===== src/design/pipw_pkg.sv =====
// Shared constants, codes and types of the point-in-polygon winding block.
package pipw_pkg;

    localparam int MAX_VERTICES_DEF = 64;
    localparam int COORD_BITS_DEF   = 16;

    typedef logic [1:0] t_mode;
    typedef logic [1:0] t_loc;

    localparam t_mode MODE_CLEAR  = 2'd0;
    localparam t_mode MODE_APPEND = 2'd1;
    localparam t_mode MODE_QUERY  = 2'd2;

    localparam t_loc LOC_INSIDE   = 2'd0;
    localparam t_loc LOC_BOUNDARY = 2'd1;
    localparam t_loc LOC_OUTSIDE  = 2'd2;

    // Verdict of the edge unit for one edge of the polygon.
    typedef struct packed {
        logic valid;
        logic last;
        logic on_bnd;
        logic up;
        logic down;
    } t_edge_res;

endpackage


===== src/design/pipw_if.sv =====
// Valid/ready channel interfaces for the point items and the result items.
interface pipw_in_if #(
    parameter int COORD_BITS = pipw_pkg::COORD_BITS_DEF
);
    logic                         valid;
    logic                         ready;
    pipw_pkg::t_mode              mode;
    logic signed [COORD_BITS-1:0] coord_x;
    logic signed [COORD_BITS-1:0] coord_y;

    modport source (output valid, mode, coord_x, coord_y, input ready);
    modport sink   (input valid, mode, coord_x, coord_y, output ready);
endinterface

interface pipw_out_if;
    logic           valid;
    logic           ready;
    pipw_pkg::t_loc location;
    logic           overflow;

    modport source (output valid, location, overflow, input ready);
    modport sink   (input valid, location, overflow, output ready);
endinterface


===== src/design/pipw_ram.sv =====
// Generic single-write, single-read RAM with a registered read port.
module pipw_ram #(
    parameter int WIDTH = 32,
    parameter int DEPTH = 64
) (
    input  logic                     i_clk,
    input  logic                     i_we,
    input  logic [$clog2(DEPTH)-1:0] i_waddr,
    input  logic [WIDTH-1:0]         i_wdata,
    input  logic [$clog2(DEPTH)-1:0] i_raddr,
    output logic [WIDTH-1:0]         o_rdata
);

    logic [WIDTH-1:0] r_mem [DEPTH];

    always_ff @(posedge i_clk) begin
        if (i_we) begin
            r_mem[i_waddr] <= i_wdata;
        end
        o_rdata <= r_mem[i_raddr];
    end

endmodule


===== src/design/pipw_edge.sv =====
// Three-stage edge unit: crossing product, boundary test and winding step of one edge.
module pipw_edge #(
    parameter int COORD_BITS = pipw_pkg::COORD_BITS_DEF
) (
    input  logic                         i_clk,
    input  logic                         i_rst_n,
    input  logic                         i_valid,
    input  logic                         i_last,
    input  logic signed [COORD_BITS-1:0] i_ax,
    input  logic signed [COORD_BITS-1:0] i_ay,
    input  logic signed [COORD_BITS-1:0] i_bx,
    input  logic signed [COORD_BITS-1:0] i_by,
    input  logic signed [COORD_BITS-1:0] i_qx,
    input  logic signed [COORD_BITS-1:0] i_qy,
    output pipw_pkg::t_edge_res          o_res
);

    localparam int DW = COORD_BITS + 1;
    localparam int PW = 2 * DW;
    localparam int XW = PW + 1;

    // Stage 1: endpoints relative to the query point, plus coordinate compares.
    logic signed [DW-1:0] n_dax, n_day, n_dbx, n_dby;
    logic                 n_bbox, n_a_le, n_b_gt;
    logic                 r1_vld, r1_last, r1_bbox, r1_a_le, r1_b_gt;
    logic signed [DW-1:0] r1_dax, r1_day, r1_dbx, r1_dby;

    // Stage 2: the two partial products of the cross product.
    logic                 r2_vld, r2_last, r2_bbox, r2_a_le, r2_b_gt;
    logic signed [PW-1:0] r2_p1, r2_p2;

    // Stage 3: cross product sign and the per-edge verdict.
    logic signed [XW-1:0] n_cross;
    logic                 n_zero, n_pos, n_neg;

    assign n_dax = {i_ax[COORD_BITS-1], i_ax} - {i_qx[COORD_BITS-1], i_qx};
    assign n_day = {i_ay[COORD_BITS-1], i_ay} - {i_qy[COORD_BITS-1], i_qy};
    assign n_dbx = {i_bx[COORD_BITS-1], i_bx} - {i_qx[COORD_BITS-1], i_qx};
    assign n_dby = {i_by[COORD_BITS-1], i_by} - {i_qy[COORD_BITS-1], i_qy};

    // A point collinear with the edge and inside its bounding box lies on it;
    // for a zero-length edge this reduces to equality with the vertex.
    assign n_bbox = ((i_ax <= i_qx && i_qx <= i_bx) || (i_bx <= i_qx && i_qx <= i_ax)) &&
                    ((i_ay <= i_qy && i_qy <= i_by) || (i_by <= i_qy && i_qy <= i_ay));
    assign n_a_le = (i_ay <= i_qy);
    assign n_b_gt = (i_by > i_qy);

    assign n_cross = {r2_p1[PW-1], r2_p1} - {r2_p2[PW-1], r2_p2};
    assign n_zero  = (n_cross == '0);
    assign n_neg   = n_cross[XW-1];
    assign n_pos   = !n_neg && !n_zero;

    always_ff @(posedge i_clk) begin
        if (!i_rst_n) begin
            r1_vld       <= 1'b0;
            r2_vld       <= 1'b0;
            o_res.valid  <= 1'b0;
        end else begin
            r1_vld       <= i_valid;
            r2_vld       <= r1_vld;
            o_res.valid  <= r2_vld;
        end

        r1_last <= i_last;
        r1_bbox <= n_bbox;
        r1_a_le <= n_a_le;
        r1_b_gt <= n_b_gt;
        r1_dax  <= n_dax;
        r1_day  <= n_day;
        r1_dbx  <= n_dbx;
        r1_dby  <= n_dby;

        r2_last <= r1_last;
        r2_bbox <= r1_bbox;
        r2_a_le <= r1_a_le;
        r2_b_gt <= r1_b_gt;
        r2_p1   <= r1_dax * r1_dby;
        r2_p2   <= r1_day * r1_dbx;

        o_res.last   <= r2_last;
        o_res.on_bnd <= r2_bbox && n_zero;
        o_res.up     <= r2_a_le && r2_b_gt && n_pos;
        o_res.down   <= !r2_a_le && !r2_b_gt && n_neg;
    end

endmodule


===== src/design/point_in_polygon_winding_core.sv =====
// Top level of the point-in-polygon classifier using the winding-number rule.
//
// Items arrive on i_pt (mode, coord_x, coord_y). A clear item empties the polygon
// and the overflow flag; an append item stores one vertex, or sets the sticky
// overflow flag when MAX_VERTICES vertices are already held. Neither makes a
// result. A query item makes exactly one result item on o_res (location, overflow).
// Vertices live in one RAM with a registered read. A query reads the n stored vertices
// one per cycle, forms each edge, the closing one included, from the previous and the
// current vertex, and pushes it through a three-stage edge unit that tests for boundary
// contact and adds the winding step. A query walks its edges, drains the edge unit and
// then registers its result, and the next item is taken only after that; the single
// RAM read port sets the pace of one edge per cycle. An empty polygon skips the walk
// and goes straight to the result state.
// i_pt.ready is high only while no query is in progress. The result sits in an output
// register, so clear and append items are still taken while the receiver stalls; a
// following query can walk its edges but holds its result until the register frees.
// Reset empties the polygon, clears the overflow flag and the output register. The RAM
// is not cleared: entries at or beyond the vertex count are never used.
module point_in_polygon_winding_core #(
    parameter int MAX_VERTICES = pipw_pkg::MAX_VERTICES_DEF,
    parameter int COORD_BITS   = pipw_pkg::COORD_BITS_DEF
) (
    input  logic              i_clk,
    input  logic              i_rst_n,
    pipw_in_if.sink           i_pt,
    pipw_out_if.source        o_res
);

    localparam int AW  = $clog2(MAX_VERTICES);
    localparam int CW  = $clog2(MAX_VERTICES + 1);
    localparam int WNW = CW + 1;
    localparam int VW  = 2 * COORD_BITS;

    localparam logic [1:0] S_IDLE   = 2'd0;
    localparam logic [1:0] S_WALK   = 2'd1;
    localparam logic [1:0] S_DRAIN  = 2'd2;
    localparam logic [1:0] S_RESULT = 2'd3;

    logic [1:0]    r_state;
    logic [CW-1:0] r_count;
    logic          r_dropped;
    logic          r_out_valid;
    pipw_pkg::t_loc r_out_loc;
    logic          r_out_ovf;

    // Query context.
    logic signed [COORD_BITS-1:0] r_qx, r_qy;
    logic [CW-1:0]                r_n;
    logic [CW-1:0]                r_issue;
    logic                         r_bnd;
    logic signed [WNW-1:0]        r_wn;

    // Read-return stage: tag of the slot whose data arrives from the RAM now.
    logic                         r_t_vld, r_t_first, r_t_close;
    logic signed [COORD_BITS-1:0] r_first_x, r_first_y, r_prev_x, r_prev_y;

    logic                         accept;
    logic                         ram_we;
    logic [VW-1:0]                ram_rdata;
    logic signed [COORD_BITS-1:0] cur_x, cur_y;
    logic                         edge_vld;
    pipw_pkg::t_edge_res          edge_res;
    pipw_pkg::t_loc               n_loc;

    assign i_pt.ready     = (r_state == S_IDLE);
    assign accept         = i_pt.valid && i_pt.ready;
    assign ram_we         = accept && (i_pt.mode == pipw_pkg::MODE_APPEND) &&
                            (r_count < CW'(MAX_VERTICES));

    assign o_res.valid    = r_out_valid;
    assign o_res.location = r_out_loc;
    assign o_res.overflow = r_out_ovf;

    // The closing slot ignores the RAM data; it reuses the first vertex instead.
    assign cur_x    = r_t_close ? r_first_x : ram_rdata[COORD_BITS-1:0];
    assign cur_y    = r_t_close ? r_first_y : ram_rdata[VW-1:COORD_BITS];
    assign edge_vld = r_t_vld && !r_t_first;

    always_comb begin
        if (r_bnd) begin
            n_loc = pipw_pkg::LOC_BOUNDARY;
        end else if (r_wn != '0) begin
            n_loc = pipw_pkg::LOC_INSIDE;
        end else begin
            n_loc = pipw_pkg::LOC_OUTSIDE;
        end
    end

    pipw_ram #(
        .WIDTH (VW),
        .DEPTH (MAX_VERTICES)
    ) u_ram (
        .i_clk   (i_clk),
        .i_we    (ram_we),
        .i_waddr (r_count[AW-1:0]),
        .i_wdata ({i_pt.coord_y, i_pt.coord_x}),
        .i_raddr (r_issue[AW-1:0]),
        .o_rdata (ram_rdata)
    );

    pipw_edge #(
        .COORD_BITS (COORD_BITS)
    ) u_edge (
        .i_clk   (i_clk),
        .i_rst_n (i_rst_n),
        .i_valid (edge_vld),
        .i_last  (r_t_close),
        .i_ax    (r_prev_x),
        .i_ay    (r_prev_y),
        .i_bx    (cur_x),
        .i_by    (cur_y),
        .i_qx    (r_qx),
        .i_qy    (r_qy),
        .o_res   (edge_res)
    );

    // Control state.
    always_ff @(posedge i_clk) begin
        if (!i_rst_n) begin
            r_state     <= S_IDLE;
            r_count     <= '0;
            r_dropped   <= 1'b0;
            r_out_valid <= 1'b0;
            r_t_vld     <= 1'b0;
        end else begin
            r_t_vld <= (r_state == S_WALK);
            // A finished query loads the output register when it is free or
            // being emptied in this cycle; otherwise a taken result empties it.
            if (r_state == S_RESULT && (!r_out_valid || o_res.ready)) begin
                r_out_valid <= 1'b1;
            end else if (o_res.ready) begin
                r_out_valid <= 1'b0;
            end
            unique case (r_state)
                S_IDLE: begin
                    if (accept) begin
                        unique case (i_pt.mode)
                            pipw_pkg::MODE_CLEAR: begin
                                r_count   <= '0;
                                r_dropped <= 1'b0;
                            end
                            pipw_pkg::MODE_APPEND: begin
                                if (ram_we) begin
                                    r_count <= r_count + CW'(1);
                                end else begin
                                    r_dropped <= 1'b1;
                                end
                            end
                            pipw_pkg::MODE_QUERY: begin
                                r_state <= (r_count == '0) ? S_RESULT : S_WALK;
                            end
                            default: begin
                            end
                        endcase
                    end
                end
                S_WALK: begin
                    if (r_issue == r_n) begin
                        r_state <= S_DRAIN;
                    end
                end
                S_DRAIN: begin
                    if (edge_res.valid && edge_res.last) begin
                        r_state <= S_RESULT;
                    end
                end
                S_RESULT: begin
                    if (!r_out_valid || o_res.ready) begin
                        r_state <= S_IDLE;
                    end
                end
                default: begin
                    r_state <= S_IDLE;
                end
            endcase
        end
    end

    // Query context, walk counter, accumulators and result payload.
    always_ff @(posedge i_clk) begin
        r_t_first <= (r_issue == '0);
        r_t_close <= (r_issue == r_n);

        if (accept && i_pt.mode == pipw_pkg::MODE_QUERY) begin
            r_qx    <= i_pt.coord_x;
            r_qy    <= i_pt.coord_y;
            r_n     <= r_count;
            r_issue <= '0;
            r_bnd   <= 1'b0;
            r_wn    <= '0;
        end else begin
            if (r_state == S_WALK) begin
                r_issue <= r_issue + CW'(1);
            end
            if (edge_res.valid) begin
                r_bnd <= r_bnd || edge_res.on_bnd;
                if (edge_res.up) begin
                    r_wn <= r_wn + WNW'(1);
                end else if (edge_res.down) begin
                    r_wn <= r_wn - WNW'(1);
                end
            end
        end

        if (r_t_vld) begin
            if (r_t_first) begin
                r_first_x <= cur_x;
                r_first_y <= cur_y;
            end
            r_prev_x <= cur_x;
            r_prev_y <= cur_y;
        end

        if (r_state == S_RESULT && (!r_out_valid || o_res.ready)) begin
            r_out_loc <= n_loc;
            r_out_ovf <= r_dropped;
        end
    end

endmodule

===== src/flat_wrapper.sv =====
// flat-port wrapper written by rule: the top's interface ports become plain ports
module point_in_polygon_winding_core_flat 
#(
    parameter int MAX_VERTICES = pipw_pkg::MAX_VERTICES_DEF,
    parameter int COORD_BITS   = pipw_pkg::COORD_BITS_DEF
)
  (i_clk, i_rst_n, i_pt_valid, i_pt_mode, i_pt_coord_x, i_pt_coord_y, i_pt_ready, o_res_valid, o_res_location, o_res_overflow, o_res_ready);
  pipw_in_if #(.COORD_BITS(COORD_BITS)) i_pt_i ();
  pipw_out_if o_res_i ();
  input  logic i_clk;
  input  logic i_rst_n;
  input wire logic [$bits(i_pt_i.valid)-1:0] i_pt_valid;
  input wire logic [$bits(i_pt_i.mode)-1:0] i_pt_mode;
  input wire logic [$bits(i_pt_i.coord_x)-1:0] i_pt_coord_x;
  input wire logic [$bits(i_pt_i.coord_y)-1:0] i_pt_coord_y;
  output wire logic [$bits(i_pt_i.ready)-1:0] i_pt_ready;
  output wire logic [$bits(o_res_i.valid)-1:0] o_res_valid;
  output wire logic [$bits(o_res_i.location)-1:0] o_res_location;
  output wire logic [$bits(o_res_i.overflow)-1:0] o_res_overflow;
  input wire logic [$bits(o_res_i.ready)-1:0] o_res_ready;
  assign i_pt_i.valid = i_pt_valid;
  assign i_pt_i.mode = i_pt_mode;
  assign i_pt_i.coord_x = i_pt_coord_x;
  assign i_pt_i.coord_y = i_pt_coord_y;
  assign i_pt_ready = i_pt_i.ready;
  assign o_res_valid = o_res_i.valid;
  assign o_res_location = o_res_i.location;
  assign o_res_overflow = o_res_i.overflow;
  assign o_res_i.ready = o_res_ready;
  point_in_polygon_winding_core #(.MAX_VERTICES(MAX_VERTICES), .COORD_BITS(COORD_BITS)) u_core (.i_clk(i_clk), .i_rst_n(i_rst_n), .i_pt(i_pt_i), .o_res(o_res_i));
endmodule

===== config.mk =====
export PLATFORM = sky130hd
export DESIGN_NAME = point_in_polygon_winding_core_flat
export DESIGN_NICKNAME = d
export VERILOG_FILES = /design/src/design/pipw_pkg.sv /design/src/design/pipw_if.sv /design/src/design/pipw_ram.sv /design/src/design/pipw_edge.sv /design/src/design/point_in_polygon_winding_core.sv /design/src/flat_wrapper.sv
export SDC_FILE = /design/constraint.sdc
export NUM_CORES = 2
export LEC_CHECK = 0
export BUFFER_PORTS_ARGS = -buffer_cell sky130_fd_sc_hd__buf_2
export CORE_ASPECT_RATIO = 1.2
export CORE_MARGIN = 8
export CORE_UTILIZATION = 55
export CTS_CLUSTER_DIAMETER = 60
export CTS_CLUSTER_SIZE = 30
export DETAILED_ROUTE_END_ITERATION = 10
export PLACE_DENSITY = 0.7
export SYNTH_ARGS = -nofsm -noshare
export SYNTH_HDL_FRONTEND = slang
export SYNTH_SLANG_ARGS = --single-unit
export TNS_END_PERCENT = 5

===== constraint.sdc =====
create_clock -name i_clk -period 6.1 [get_ports i_clk]
set_clock_uncertainty 0.1 [all_clocks]
set_input_delay 1.22 -clock i_clk [delete_from_list [all_inputs] [get_ports i_clk]]
set_output_delay 1.22 -clock i_clk [all_outputs]
set_load 0.02 [all_outputs]

==> results summary <==
The run finished, with violations left. The final reports fail on setup timing. Synthesis produced a netlist whose cell count is 6762. Setup repair after global routing could not meet its margin everywhere. In this run the tightest slew margin relative to its limit is between 10% and 20%. The clock buffer count from CTS is 130.

The die outline height is between 500 and 600 um. The routed design has ~270000 um of wire. In this run the worst path has a maximum fanout of 5.

The post-route fraction of the period consumed by the critical path is 101%. Across every metal layer, demand over resource in global routing totals 24.8%. The core area came out at 0.205 mm^2. The proportion of synthesized flip-flops having asynchronous set or reset came out at 0%.

The number of antenna violations at the first check in global routing came to 16. The mean instance size in the synthesized netlist is 16.8 um^2. The first global-routing pass estimated between 400000 and 500000 um of wire. The TritonCTS clock tree is yes. The count of flip-flops with a built-in enable after synthesis came out at 2154. Setup violations remaining at the end of the flow were counted as 1.

After layout, the minimum clock period comes to slightly above 6 ns. The number of DRC markers in iteration 0 is around 5800. Compared with the post-synthesis result, the final layout area differs by 10.3%. The maximum root-to-sink buffer count is 3. The detail route stage leaves a number of antenna-violating nets equal to 0. Once detailed placement completed, the half-perimeter wirelength came to 183000 um. The most common cell in the synthesized netlist is sky130_fd_sc_hd__edfxtp_1. The largest net degree at the start of global routing came out at roughly 100. The worst setup path is of the register to register kind. The slowest stage cell on the critical path is sky130_fd_sc_hd__fa_1.

The portion of synthesized cell area occupied by the leading cell type came out at a little under three fifths. Counting distinct cell types in the post-synthesis netlist gives 79. The commonest cells after synthesis are sky130_fd_sc_hd__edfxtp_1 (2154), sky130_fd_sc_hd__inv_1 (726), sky130_fd_sc_hd__mux4_2 (620). The number of max-slew violations in the final report is 0. The global-route congestion overflow total is 0.

Yosys printed 0 warnings. The core occupancy in the finished layout came out at 61.1%. For this run, design rule violations remaining after detail routing come to 0. The number of sinks driven by the clock tree is between 2000 and 2500.

The most repeated library cell on the critical path is sky130_fd_sc_hd__fa_1. The routed via count is 60100. The netlist area before placement is ~0.11 mm^2. The highest attainable clock frequency came out at about 0.16 GHz. The initial utilization of the core area, before any placement, comes to around 55%.

The via count of the first global-routing pass is 62700. The share of final-layout standard cells stronger than drive strength 1 is 21.6%. For this run, the post-layout net count is about 8000. The signal arrival time at the worst endpoint is slightly below 7 ns. The die boundary width is ~430 um. The post-detailed-route via-to-cell ratio is slightly above 6. The max capacitance violation total came out at 0.

The die covers 0.221 mm^2. The startpoint type of the worst setup path is a register. The first detailed-routing pass ran for 6 iterations. Of all cell types, the one taking the most synthesized area is sky130_fd_sc_hd__edfxtp_1. The quantity of hold-fixing buffers added after cts is 0.

In this run the core area contains 182 standard-cell rows. The insertion delay to the later sink of the worst-skew pair came out at 0.84 ns. After synthesis, the cell types taking the most area are sky130_fd_sc_hd__edfxtp_1 (57%), sky130_fd_sc_hd__mux4_2 (12%), sky130_fd_sc_hd__fa_1 (11%). The net count after synthesis is 7683. STA classifies the critical path endpoint as a register. In this run the clock root is driven by a sky130_fd_sc_hd__clkbuf_16. The measured slew at the worst slew-check pin came out at about 1.3 ns. In this run the count of I/O pins placed on the die edge is 43. The count of buffers added on input and output ports is 42.

For this run, the slowest stage of the critical path takes around 0.53 ns. The wire length per cell came out at roughly 28 um. The required time at the worst-slack endpoint came out at about 6.7 ns. The final-report hold violation count is 0. In this run the number of H-tree levels came out at 4. The critical path goes through buf_4 -> and2_1 -> fa_1 -> inv_1 -> fa_1 -> fa_1 -> inv_1 -> fa_1 -> fa_1 -> inv_1 -> fa_1 -> inv_1 -> ha_1 -> buf_4 -> nand4_1 -> nor2_1 -> and3_1 -> o211ai_1 -> a31o_2 -> a211oi_4 -> o21ai_2 -> a21oi_1 -> nor3_1 -> xnor2_1. The final estimated routing congestion in global placement came out at 0.918. After clock tree synthesis, the clock-pin slew on the worst setup and hold paths is 0.07 ns. The number of synthesized register bits came out at roughly 2400. The sequential fraction of the synthesis area is about three fifths.

The path class of the tightest hold or removal check is register to register. For this run, the leading register cell type out of synthesis is sky130_fd_sc_hd__edfxtp_1. The minimum setup slack in the final design came out at -0.0748 ns.
-- metrics by stage --
stage | std cells | setup TNS, ns | hold WS, ns | instance area, um^2 | worst slack, ns
after floorplan | 6762 | -0.00293 | 0.210 | 114000 | -0.00293
after global placement | 9700 | -1.82 | 0.211 | 120000 | -0.305
after detailed placement | 9700 | -2.30 | 0.213 | 120000 | -0.326
after CTS | 9953 | -0.0148 | 0.229 | 125000 | -0.0109
after global routing | 9955 | -1.79 | 0.232 | 125000 | -0.274
final | 9958 | -0.0748 | 0.228 | 125000 | -0.0748
-- routing by layer --
layer / GRT usage (%) / wire (um)
met1: 30.3 / 99600
met2: 45.1 / 147000
met3: 3.05 / 15300
met4: 9.55 / 12100
met5: 0 / 40
-- cells by family (layout without fill, tap and decap cells) --
kind of cell | Yosys count | after routing | synth area share [%]
buf+inv | 995 | 1427 | 3.41
other cells | 0 | 4 | 0
mux | 724 | 724 | 13.3
fa+ha+maj | 883 | 883 | 13.7
compound gates | 490 | 490 | 2.83
xor+xnor | 145 | 145 | 1.12
flops | 2367 | 2367 | 60.7
simple gates | 1158 | 1158 | 5.03
-- worst paths after layout --
path,endpoint,cells past startpoint,startpoint,slack (ns)
worst max-delay path,u_core.u_edge.r2_p1[32],24,u_core.u_edge.r1_dax[14],-0.07
worst min-delay path,u_core.u_edge.r2_bbox,0,u_core.u_edge.r1_bbox,0.23
worst max register to register,u_core.u_edge.r2_p1[32],24,u_core.u_edge.r1_dax[14],-0.07
worst min register to register,u_core.u_edge.r2_bbox,0,u_core.u_edge.r1_bbox,0.23
-- cell usage in the layout (no fill, tap or decap), types with 153 or more instances in the layout --
| master | n |
|---|---|
| sky130_fd_sc_hd__edfxtp_1 | 2154 |
| sky130_fd_sc_hd__inv_1 | 723 |
| sky130_fd_sc_hd__mux4_2 | 620 |
| sky130_fd_sc_hd__fa_1 | 587 |
| sky130_fd_sc_hd__buf_4 | 381 |
| sky130_fd_sc_hd__nand2_1 | 355 |
| sky130_fd_sc_hd__and2_1 | 301 |
| sky130_fd_sc_hd__ha_1 | 277 |
| sky130_fd_sc_hd__nor2_1 | 187 |
| sky130_fd_sc_hd__dfxtp_1 | 153 |
-- registers in the layout (all words and copies together) (netlist names), 17 cells and up --
signal and flops:
u_core.u_edge.r1_dby 17, u_core.u_edge.r1_dbx 17, u_core.u_edge.r2_p2 34, u_core.u_ram.o_rdata 32
u_core.u_edge.r2_p1 34, u_core.u_edge.r1_day 17, u_core.u_ram.r_mem 2048, u_core.u_edge.r1_dax 17
-- critical path, delay by kind of cell (launching register included) --
family	cells	cell delay (ns)
adder cells (fa/ha/maj)	7	3.29
buffers and inverters	6	0.50
AND/OR/NAND/NOR	5	0.79
flip-flops	1	0.36
AO/OA/AOI/OAI	5	0.93
XOR/XNOR	1	0.12
-- timing repair --
item	CTS	global route
endpoints found under the setup margin	16	16
gates resized for setup	113	34
setup buffers	21	1
pin swaps	38	18
-- final cells by class --
cell class / instances / area (um^2)
Inverter: 726 / 2730
Antenna cell: 4 / 10.0
Clock inverter: 83 / 1080
Tap cell: 2760 / 3450
Fill cell: 14800 / 79800
Clock buffer: 149 / 3480
Sequential cell: 2367 / 69100
Multi-Input combinational cell: 3400 / 41500
Timing Repair Buffer: 469 / 3950
Power is left out: the tool's default activity adds up to more than one toggle a clock period on the data nets, which glitch-free logic cannot reach.
